--- config.mk ---
export PLATFORM = sky130hd
export DESIGN_NAME = smi_merge
export DESIGN_NICKNAME = d
export VERILOG_FILES = /design/src/rtl/smi_pkg.sv /design/src/rtl/smi_merge.sv
export SDC_FILE = /design/constraint.sdc
export NUM_CORES = 2
export LEC_CHECK = 0
export ABC_CLOCK_PERIOD_IN_PS = 6600
export BUFFER_PORTS_ARGS = -buffer_cell sky130_fd_sc_hd__buf_2
export CAP_MARGIN = 20
export CELL_PAD_IN_SITES_DETAIL_PLACEMENT = 1
export CELL_PAD_IN_SITES_GLOBAL_PLACEMENT = 1
export CORE_MARGIN = 5
export CORE_UTILIZATION = 50
export CTS_CLUSTER_SIZE = 14
export DETAILED_ROUTE_END_ITERATION = 16
export PLACE_DENSITY = 0.88
export SLEW_MARGIN = 10
export SYNTH_ARGS = -nofsm -noshare
export SYNTH_HDL_FRONTEND = slang
export SYNTH_SLANG_ARGS = --single-unit
--- constraint.sdc ---
create_clock -name clk -period 6.6 [get_ports clk]
set_input_delay 1.32 -clock clk [delete_from_list [all_inputs] [get_ports clk]]
set_output_delay 1.32 -clock clk [all_outputs]
set_load 0.02 [all_outputs]
--- src/rtl/smi_pkg.sv ---
// ----------------------------------------------------------------------------
// smi_pkg: shared types for the small matrix inverse core
// Word formats, dimension codes and the bundle that travels from the
// cofactor pipeline to the merge stage.
// ----------------------------------------------------------------------------
package smi_pkg;

  localparam int WORD_BITS = 32;
  localparam int FRAC_BITS = 16;
  localparam int PROD_BITS = 2 * WORD_BITS;
  localparam int COF_BITS  = 2 * WORD_BITS + 1;
  localparam int DET_BITS  = 3 * WORD_BITS + 3;
  // divider lane depth: abs, numerator, range check, one stage per bit, final
  localparam int LANE_LAT  = WORD_BITS + 4;
  localparam int LANES     = 9;

  typedef enum logic [1:0] {
    DIM_EMPTY  = 2'd0,
    DIM_SCALAR = 2'd1,
    DIM_2X2    = 2'd2,
    DIM_3X3    = 2'd3
  } dim_t;

  typedef logic signed [WORD_BITS-1:0] word_t;
  typedef logic signed [PROD_BITS-1:0] prod_t;
  typedef logic signed [COF_BITS-1:0]  cof_t;
  typedef logic signed [DET_BITS-1:0]  det_t;

  typedef struct packed {
    dim_t  dimension;
    word_t a00;
    word_t a01;
    word_t a02;
    word_t a10;
    word_t a11;
    word_t a12;
    word_t a20;
    word_t a21;
    word_t a22;
  } in_word_t;

  typedef struct packed {
    word_t inv00;
    word_t inv01;
    word_t inv02;
    word_t inv10;
    word_t inv11;
    word_t inv12;
    word_t inv20;
    word_t inv21;
    word_t inv22;
    word_t det_value;
    logic  singular;
    logic  saturated;
  } out_word_t;

  typedef struct packed {
    logic valid;
    dim_t dim;
    det_t det;
  } det_info_t;

endpackage

--- src/rtl/smi_merge.sv ---
// ----------------------------------------------------------------------------
// smi_merge: determinant rounding and result assembly
// Rounds the determinant while the lanes divide, then masks lanes by
// dimension and singularity and drives the output register.
// ----------------------------------------------------------------------------
module smi_merge #(
  parameter int FRAC_BITS = smi_pkg::FRAC_BITS
) (
  input  logic                        clk,
  input  logic                        rst,
  input  logic                        en,
  input  smi_pkg::det_info_t          info,
  input  smi_pkg::word_t [8:0]        q_word,
  input  logic           [8:0]        q_sat,
  output logic                        out_valid,
  output smi_pkg::out_word_t          out_word
);

  localparam int W   = smi_pkg::WORD_BITS;
  localparam int DB  = smi_pkg::DET_BITS;
  localparam int DLY = smi_pkg::LANE_LAT - 2;

  typedef struct packed {
    smi_pkg::dim_t  dim;
    smi_pkg::word_t det_word;
    logic           det_sat;
    logic           sing;
  } det_res_t;

  logic            va, vb;
  smi_pkg::dim_t   dim_a, dim_b;
  logic [DB-1:0]   mag_a, qb;
  logic            neg_a, neg_b, sing_a, sing_b;

  logic [DB-1:0]   lim_c;
  logic            sat_c;
  logic [W-1:0]    mag_c;

  logic            vd  [0:DLY-1];
  det_res_t        dly [0:DLY-1];

  det_res_t           fin;
  smi_pkg::word_t [8:0] inv;
  logic           [8:0] act;
  smi_pkg::out_word_t   out_next;

  always_ff @(posedge clk) begin
    if (rst) begin
      va        <= 1'b0;
      vb        <= 1'b0;
      out_valid <= 1'b0;
      for (int k = 0; k < DLY; k++) vd[k] <= 1'b0;
    end else if (en) begin
      va        <= info.valid;
      vb        <= va;
      vd[0]     <= vb;
      for (int k = 1; k < DLY; k++) vd[k] <= vd[k-1];
      out_valid <= vd[DLY-1];
    end
  end

  // magnitude and singular test
  always_ff @(posedge clk) begin
    if (en) begin
      dim_a  <= info.dim;
      mag_a  <= info.det[DB-1] ? DB'(-info.det) : DB'(info.det);
      neg_a  <= info.det[DB-1];
      sing_a <= (info.dim != smi_pkg::DIM_EMPTY) && (info.det == '0);
    end
  end

  // drop the extra fraction bits with rounding; an empty matrix gives 1.0
  always_ff @(posedge clk) begin
    if (en) begin
      dim_b  <= dim_a;
      sing_b <= sing_a;
      neg_b  <= (dim_a == smi_pkg::DIM_EMPTY) ? 1'b0 : neg_a;
      case (dim_a)
        smi_pkg::DIM_EMPTY:  qb <= DB'(1) << FRAC_BITS;
        smi_pkg::DIM_SCALAR: qb <= mag_a;
        smi_pkg::DIM_2X2:
          qb <= (mag_a + (DB'(1) << (FRAC_BITS - 1))) >> FRAC_BITS;
        smi_pkg::DIM_3X3:
          qb <= (mag_a + (DB'(1) << (2 * FRAC_BITS - 1))) >> (2 * FRAC_BITS);
        default: qb <= mag_a;
      endcase
    end
  end

  always_comb begin
    lim_c = neg_b ? (DB'(1) << (W - 1)) : ((DB'(1) << (W - 1)) - DB'(1));
    sat_c = qb > lim_c;
    mag_c = sat_c ? lim_c[W-1:0] : qb[W-1:0];
  end

  // saturate, then wait out the divider lanes
  always_ff @(posedge clk) begin
    if (en) begin
      dly[0].dim      <= dim_b;
      dly[0].det_word <= $signed(neg_b ? (W'(0) - mag_c) : mag_c);
      dly[0].det_sat  <= sat_c;
      dly[0].sing     <= sing_b;
      for (int k = 1; k < DLY; k++) dly[k] <= dly[k-1];
    end
  end

  assign fin = dly[DLY-1];

  always_comb begin
    for (int i = 0; i < 3; i++) begin
      for (int j = 0; j < 3; j++) begin
        act[i*3+j] = (2'(i) < fin.dim) && (2'(j) < fin.dim) && !fin.sing;
        inv[i*3+j] = act[i*3+j] ? q_word[i*3+j] : '0;
      end
    end
    out_next.inv00     = inv[0];
    out_next.inv01     = inv[1];
    out_next.inv02     = inv[2];
    out_next.inv10     = inv[3];
    out_next.inv11     = inv[4];
    out_next.inv12     = inv[5];
    out_next.inv20     = inv[6];
    out_next.inv21     = inv[7];
    out_next.inv22     = inv[8];
    out_next.det_value = fin.det_word;
    out_next.singular  = fin.sing;
    out_next.saturated = fin.det_sat || ((act & q_sat) != '0);
  end

  always_ff @(posedge clk) begin
    if (en) out_word <= out_next;
  end

  a_sing_det: assert property (@(posedge clk) disable iff (rst)
    out_valid && out_word.singular |-> out_word.det_value == '0)
    else $error("singular result with nonzero determinant");

  a_sing_inv: assert property (@(posedge clk) disable iff (rst)
    out_valid && out_word.singular |->
      out_word.inv00 == '0 && out_word.inv01 == '0 && out_word.inv02 == '0 &&
      out_word.inv10 == '0 && out_word.inv11 == '0 && out_word.inv12 == '0 &&
      out_word.inv20 == '0 && out_word.inv21 == '0 && out_word.inv22 == '0)
    else $error("singular result with nonzero inverse entry");

  a_valid_src: assert property (@(posedge clk) disable iff (rst)
    $rose(out_valid) |-> $past(vd[DLY-1]) && $past(en))
    else $error("output word without a pipeline item");

endmodule

# [Yosys cells after proc, flatten, opt, wreduce, memory -nomap -nowiden]
# Memory sizes are Yosys's and may differ from the RTL's. A register that Yosys moved wholly into a read port is not among the register bits.
# Index checks and enable logic that the tools add are counted.
[word_totals] output_inout_bits=323 regBits=530 mem_bits_rw=1258 input_bits=402 memories=2 wordCells=132
[memory_table] name="dly" depth=34 word_bits=36 rd=34 rd_ports_with_merged_regs=0 wr=34 line="smi_merge.sv:40" rtl="det_res_t dly [0:DLY-1];"
[memory_table] name="vd" depth=34 word_bits=1 rd=34 rd_ports_with_merged_regs=1 wr=34 line="smi_merge.sv:39" rtl="logic vd [0:DLY-1];"
[classes] n_addsub=4 n_eq_ne=3 magnitude_cmp=4 reduce_logical=16 bitwise=35 muxes=45
[op_table] cell="99-bit case mux with 4 select lines" n=1
[op_table] cell="99-bit by 16-bit adder with 99-bit output, second input constant" n=1
[op_table] cell="99-bit by 32-bit adder with 99-bit output, second input constant" n=1
[op_table] cell="99-bit by 32-bit > comparator with 1-bit output" n=1
[op_table] cell="99-bit zero test" n=1
[op_table] cell="99-bit negation" n=1
[op_table] cell="98-bit 2-to-1 mux" n=1
[op_table] cell="32-bit 2-to-1 mux" n=3
[op_table] cell="1-bit 2-to-1 mux" n=40
[op_table] cell="1-bit OR" n=34
[op_table] cell="1-bit by 32-bit subtractor with 32-bit output, first input constant" n=1
[op_table] cell="1-bit logical AND" n=10
[op_table] cell="9-bit bitwise AND" n=1
[op_table] cell="9-bit nonzero test" n=1
[op_table] cell="2-bit == test, second input constant" n=2
[op_table] cell="1-bit by 2-bit < comparator with 1-bit output, first input constant" n=2
[op_table] cell="2-bit by 1-bit == test with 1-bit output, second input constant" n=1
[op_table] cell="2-bit zero test" n=1
[op_table] cell="2-bit < comparator, first input constant" n=1
[op_table] cell="2-bit nonzero test" n=1
[op_table] cell="1-bit zero test" n=1
[op_table] cell="1-bit logical OR" n=1

# [Longest topological paths before layout]
# An unclocked memory read counts as a cell.
[depth] ltp_word=7 depth_mapped=22 ltp_nobuf=16

# [Worst setup path after synthesis]
# No wires, ideal clock.
[synth_path] path_type="reg2reg" start="register neg_b" end="memory dly[0][32] in the netlist's numbering (data pin)" required_ns=6.333 path_buffers=5 slack_ns=1.468 stages_incl_launch_ff=20 arrival_time_ns=4.866 period_less_slack_ns=5.132 path_cell_list="edfxtp_1 clkbuf_1 clkinv_1 clkbuf_1 ha_1 nand3_1 nor4_1 o2111ai_1 o211a_1 o211ai_1 clkbuf_1 buf_1 nand2_1 o21ai_0 ha_1 clkbuf_1 nand4_1 or4_1 a211oi_1 nor3_1"
[synth_rtl] element="from (decl)" line="smi_merge.sv:33" rtl="logic neg_a, neg_b, sing_a, sing_b;"
[synth_rtl] element="from (signal assigned)" line="smi_merge.sv:77" rtl="neg_b <= (dim_a == smi_pkg::DIM_EMPTY) ? 1'b0 : neg_a;"
[synth_rtl] element="to (decl)" line="smi_merge.sv:40"

==> metrics.md <==
| Metric | Value |
|---|---|
| R2R depth | `16` |
| Num ports | `725` |
| DRT iter0 DRCs | `4137` |
| Maximum clock path buffer count | `3` |
| Final GP Congestion | `1.00` |
| CTS buffer count | `172` |
| Register area share after synthesis | `82.8%` |
| Clock skew | `0.0527 ns` |
| Status | `completed` |
| Hold WS | `0.374 ns` |
| Clk_lat worst skew | `0.79 ns` |
| TNS Setup | `0 ns` |
| Netlist cell types | `70` |
| Detailed Route WL | `216000 um` |
| Worst path cell trace | `buf_4, ha_1, nand4_1, nor4_1, o2111ai_1, o211a_1, o211ai_1, buf_4, nand2_1, o21ai_0, ha_1, buf_4, nand2_1, or4_1, o311ai_0, a311oi_1` |
| Final setup fails | `0` |
| CP delay by family, top | `simple AND/OR/NAND/NOR gates` |
| Hold Violations, Final | `0` |
| Maximum VDD drop | `0.000233 V` |
| Clk slew on worst S/H paths | `0.06 ns` |
| Cell mode on critical path | `buf_4` |
| Hold path cells | `0` |
| Sink Count | `1789` |
| Initial antenna violation count | `113` |
| Final core occ | `58.9%` |
| Min-Delay Endpoint | `dly[3][2]` |
| Initial Util | `50.2%` |
| Slew @ Worst Pin | `1.12 ns` |
| Max-slew violation count | `0` |
| Syn Std Cell Area | `64900 um2` |
| Post-synth EDFFs | `1786` |
| First-pass GRT wire length | `284000 um` |
| Worst Path Max Fanout | `73` |
| Reg2reg setup slack | `1.77 ns` |
| Setup Fix Bufs, Post-CTS | `0` |
| Site row count | `132` |
| Worst min-delay path class | `reg -> reg` |
| Most frequent cells in the layout | `1786 x edfxtp_1, 723 x buf_2, 192 x xnor2_1, 184 x and2_1, 178 x and3_1` |
| Largest net degree at the start of global routing | `194` |
| Share of cells above drive strength 1 | `23.2%` |
| Final worst path period need | `4.83 ns` |
| # fillers | `11781` |
| CTS tree | `done` |
| Critical Path AT | `5.30 ns` |
| Hold path startpoint | `dly[2][2]` |
| Power Density | `331 nW/um2` |
| Share of flip-flops with an asynchronous set or reset | `0%` |
| CTS H-tree depth | `4` |
| CP Depth | `16` |
| Kind of end point of the critical path | `flip-flop` |
| Buffers on Ports | `724` |
| Post-route ant nets | `0` |
| Drt first pass iters | `5` |
| Avg Cell Area, Syn | `18.2 um2` |
| Reg-to-reg startpoint | `neg_b` |
| Hold Buf Count CTS | `0` |
| Root Driver | `clkbuf_16` |
| Resized cells post-CTS | `0` |
| Total power | `25200 uW` |
| Leading cell type in the layout, fill and taps excluded | `edfxtp_1` |
| Core Footprint | `129000 um2` |
| Achievable Freq | `207 MHz` |
| Vias in the first global route | `36550` |
| Post-synthesis net count | `4009` |
| Crit path kind | `reg -> reg` |
| Die area | `137000 um2` |
| CP peak stage delay | `0.63 ns` |
| Aggregate global-route resource usage | `29.5%` |
| CP max stage cell | `buf_4` |
| Total of max-cap violations | `0` |
| Buf/Inv on CP | `3` |
| Die X-Extent | `370 um` |
| Syn. warnings | `0` |
| Yosys reg bits | `1789` |
| Via density | `5.81` |
| Area added between synthesis and finish | `17.3%` |
| Post-DR wirelength/cell | `34.4 um` |
| RSZ-0062 raised after global routing | `false` |
| Pleak | `0.0276 uW` |
| Period utilization | `73.2%` |
| Total grt overflow | `0` |
| Cell count after synthesis | `3571` |
| Top_reg_cell synth | `edfxtp_1` |
| Post-route DRC | `0` |
| RR Endpoint | `dly[0][6]` |
| Startpoint class of the critical path | `flip-flop` |
| Slew HR | `25.6%` |
| Vias | `36398` |
| Die H | `370 um` |
| WP data required | `7.06 ns` |
| Final HPWL DP | `135000 um` |
| Final #Nets | `4781` |
[layer usage]
layer | vias up | share of wire (%) | global-route usage, %
li1 | 15369 | - | -
met1 | 18372 | 35 | 34.8
met2 | 2031 | 51 | 50.6
met3 | 606 | 7.4 | 6.42
met4 | 20 | 6.8 | 15.8
met5 | - | 0.065 | 0.499
[worst register-to-register path: cells and delay by family, from the launching register on]
kind | cells | cell delay [ns]
and+or+nand+nor | 5 | 1.53
buffers and inverters | 3 | 1.14
AOI/OAI and AO/OA | 6 | 1.00
adders and majority gates | 2 | 0.51
DFF | 1 | 0.35
[area by class of cell]
type / count / area, um2 / share of cell area [%]
Inverter: 17 / 63.8 / 0.0839
Clock inverter: 100 / 1000 / 1.32
Clock buffer: 202 / 4440 / 5.83
Antenna cell: 57 / 143 / 0.187
Sequential cell: 1789 / 53700 / 70.6
Timing Repair Buffer: 763 / 4060 / 5.33
Multi-Input combinational cell: 1600 / 10500 / 13.8
Tap cell: 1742 / 2180 / 2.86
[synth_stat cells, drive strengths merged (9+ instances only)]
cell type  count  share of area [%]
ha            36               0.69
a211oi         9               0.10
or3           39               0.39
o21ai         87               0.67
and4           9               0.12
nor3          63               0.52
o41ai         19               0.28
xor2          46               0.62
and3         178                1.7
nor4          48               0.54
o211ai        12               0.14
edfxtp      1786                 83
mux2i         27               0.42
nand3         53               0.41
or2           14               0.14
o22ai         15               0.14
nand2        161               0.93
o31ai         31               0.38
nor2         134               0.78
nand4         53               0.52
xnor2        192                2.6
inv           16              0.093
a21oi         36               0.28
and2         184                1.8
o21a           9               0.10
a22o          37               0.50
buf            9              0.058
o221ai        10               0.14
clkbuf       156               0.90
or4           34               0.41
[power by group]
group	total (uW)	switching [uW]	internal [uW]
combinational	1410	973	439
clock	10000	4740	5290
sequential	13700	458	13300
[flip-flops by register name, indices dropped and copies added, names as in the netlist]
register   count
dly         1224
out_word     322
mag_a         99
qb            99
vd            34
dim_a          2
dim_b          2
neg_a          1
neg_b          1
out_valid      1
sing_a         1
sing_b         1
va             1
vb             1
[worst max path at each step]
| stage | from | to | slack, ns |
|---|---|---|---|
| after floorplan | neg_b | dly[0][32] | 1.47 |
| after global placement | info[10] | mag_a[70] | 2.05 |
| after detailed placement | neg_b | dly[0][32] | 1.90 |
| after CTS | neg_b | dly[0][6] | 1.81 |
| after global routing | neg_b | dly[0][6] | 1.45 |
| final | neg_b | dly[0][6] | 1.77 |
[cell families (layout without fill, tap and decap cells)]
group / count (synthesis) / count (layout) / share of synthesized area [%]
DFF: 1789 / 1789 / 82.8
and+or+nand+nor: 994 / 994 / 8.54
AOI/OAI and AO/OA: 301 / 301 / 3.23
xor gates and xnor gates: 238 / 238 / 3.21
buffers and inverters: 182 / 1082 / 1.06
adders and majority gates: 36 / 36 / 0.694
muxes: 31 / 31 / 0.486
other: 0 / 57 / 0
[per-stage QoR]
step	cells	setup slack (ns)	cell area (um2)
after CTS	6213	1.81	75900
after detailed placement	5911	1.90	70500
after floorplan	3571	1.47	64900
after global routing	6247	1.45	76000
final	6270	1.77	76100
after global placement	5911	2.05	70500
(Power assumes the default switching activity.)
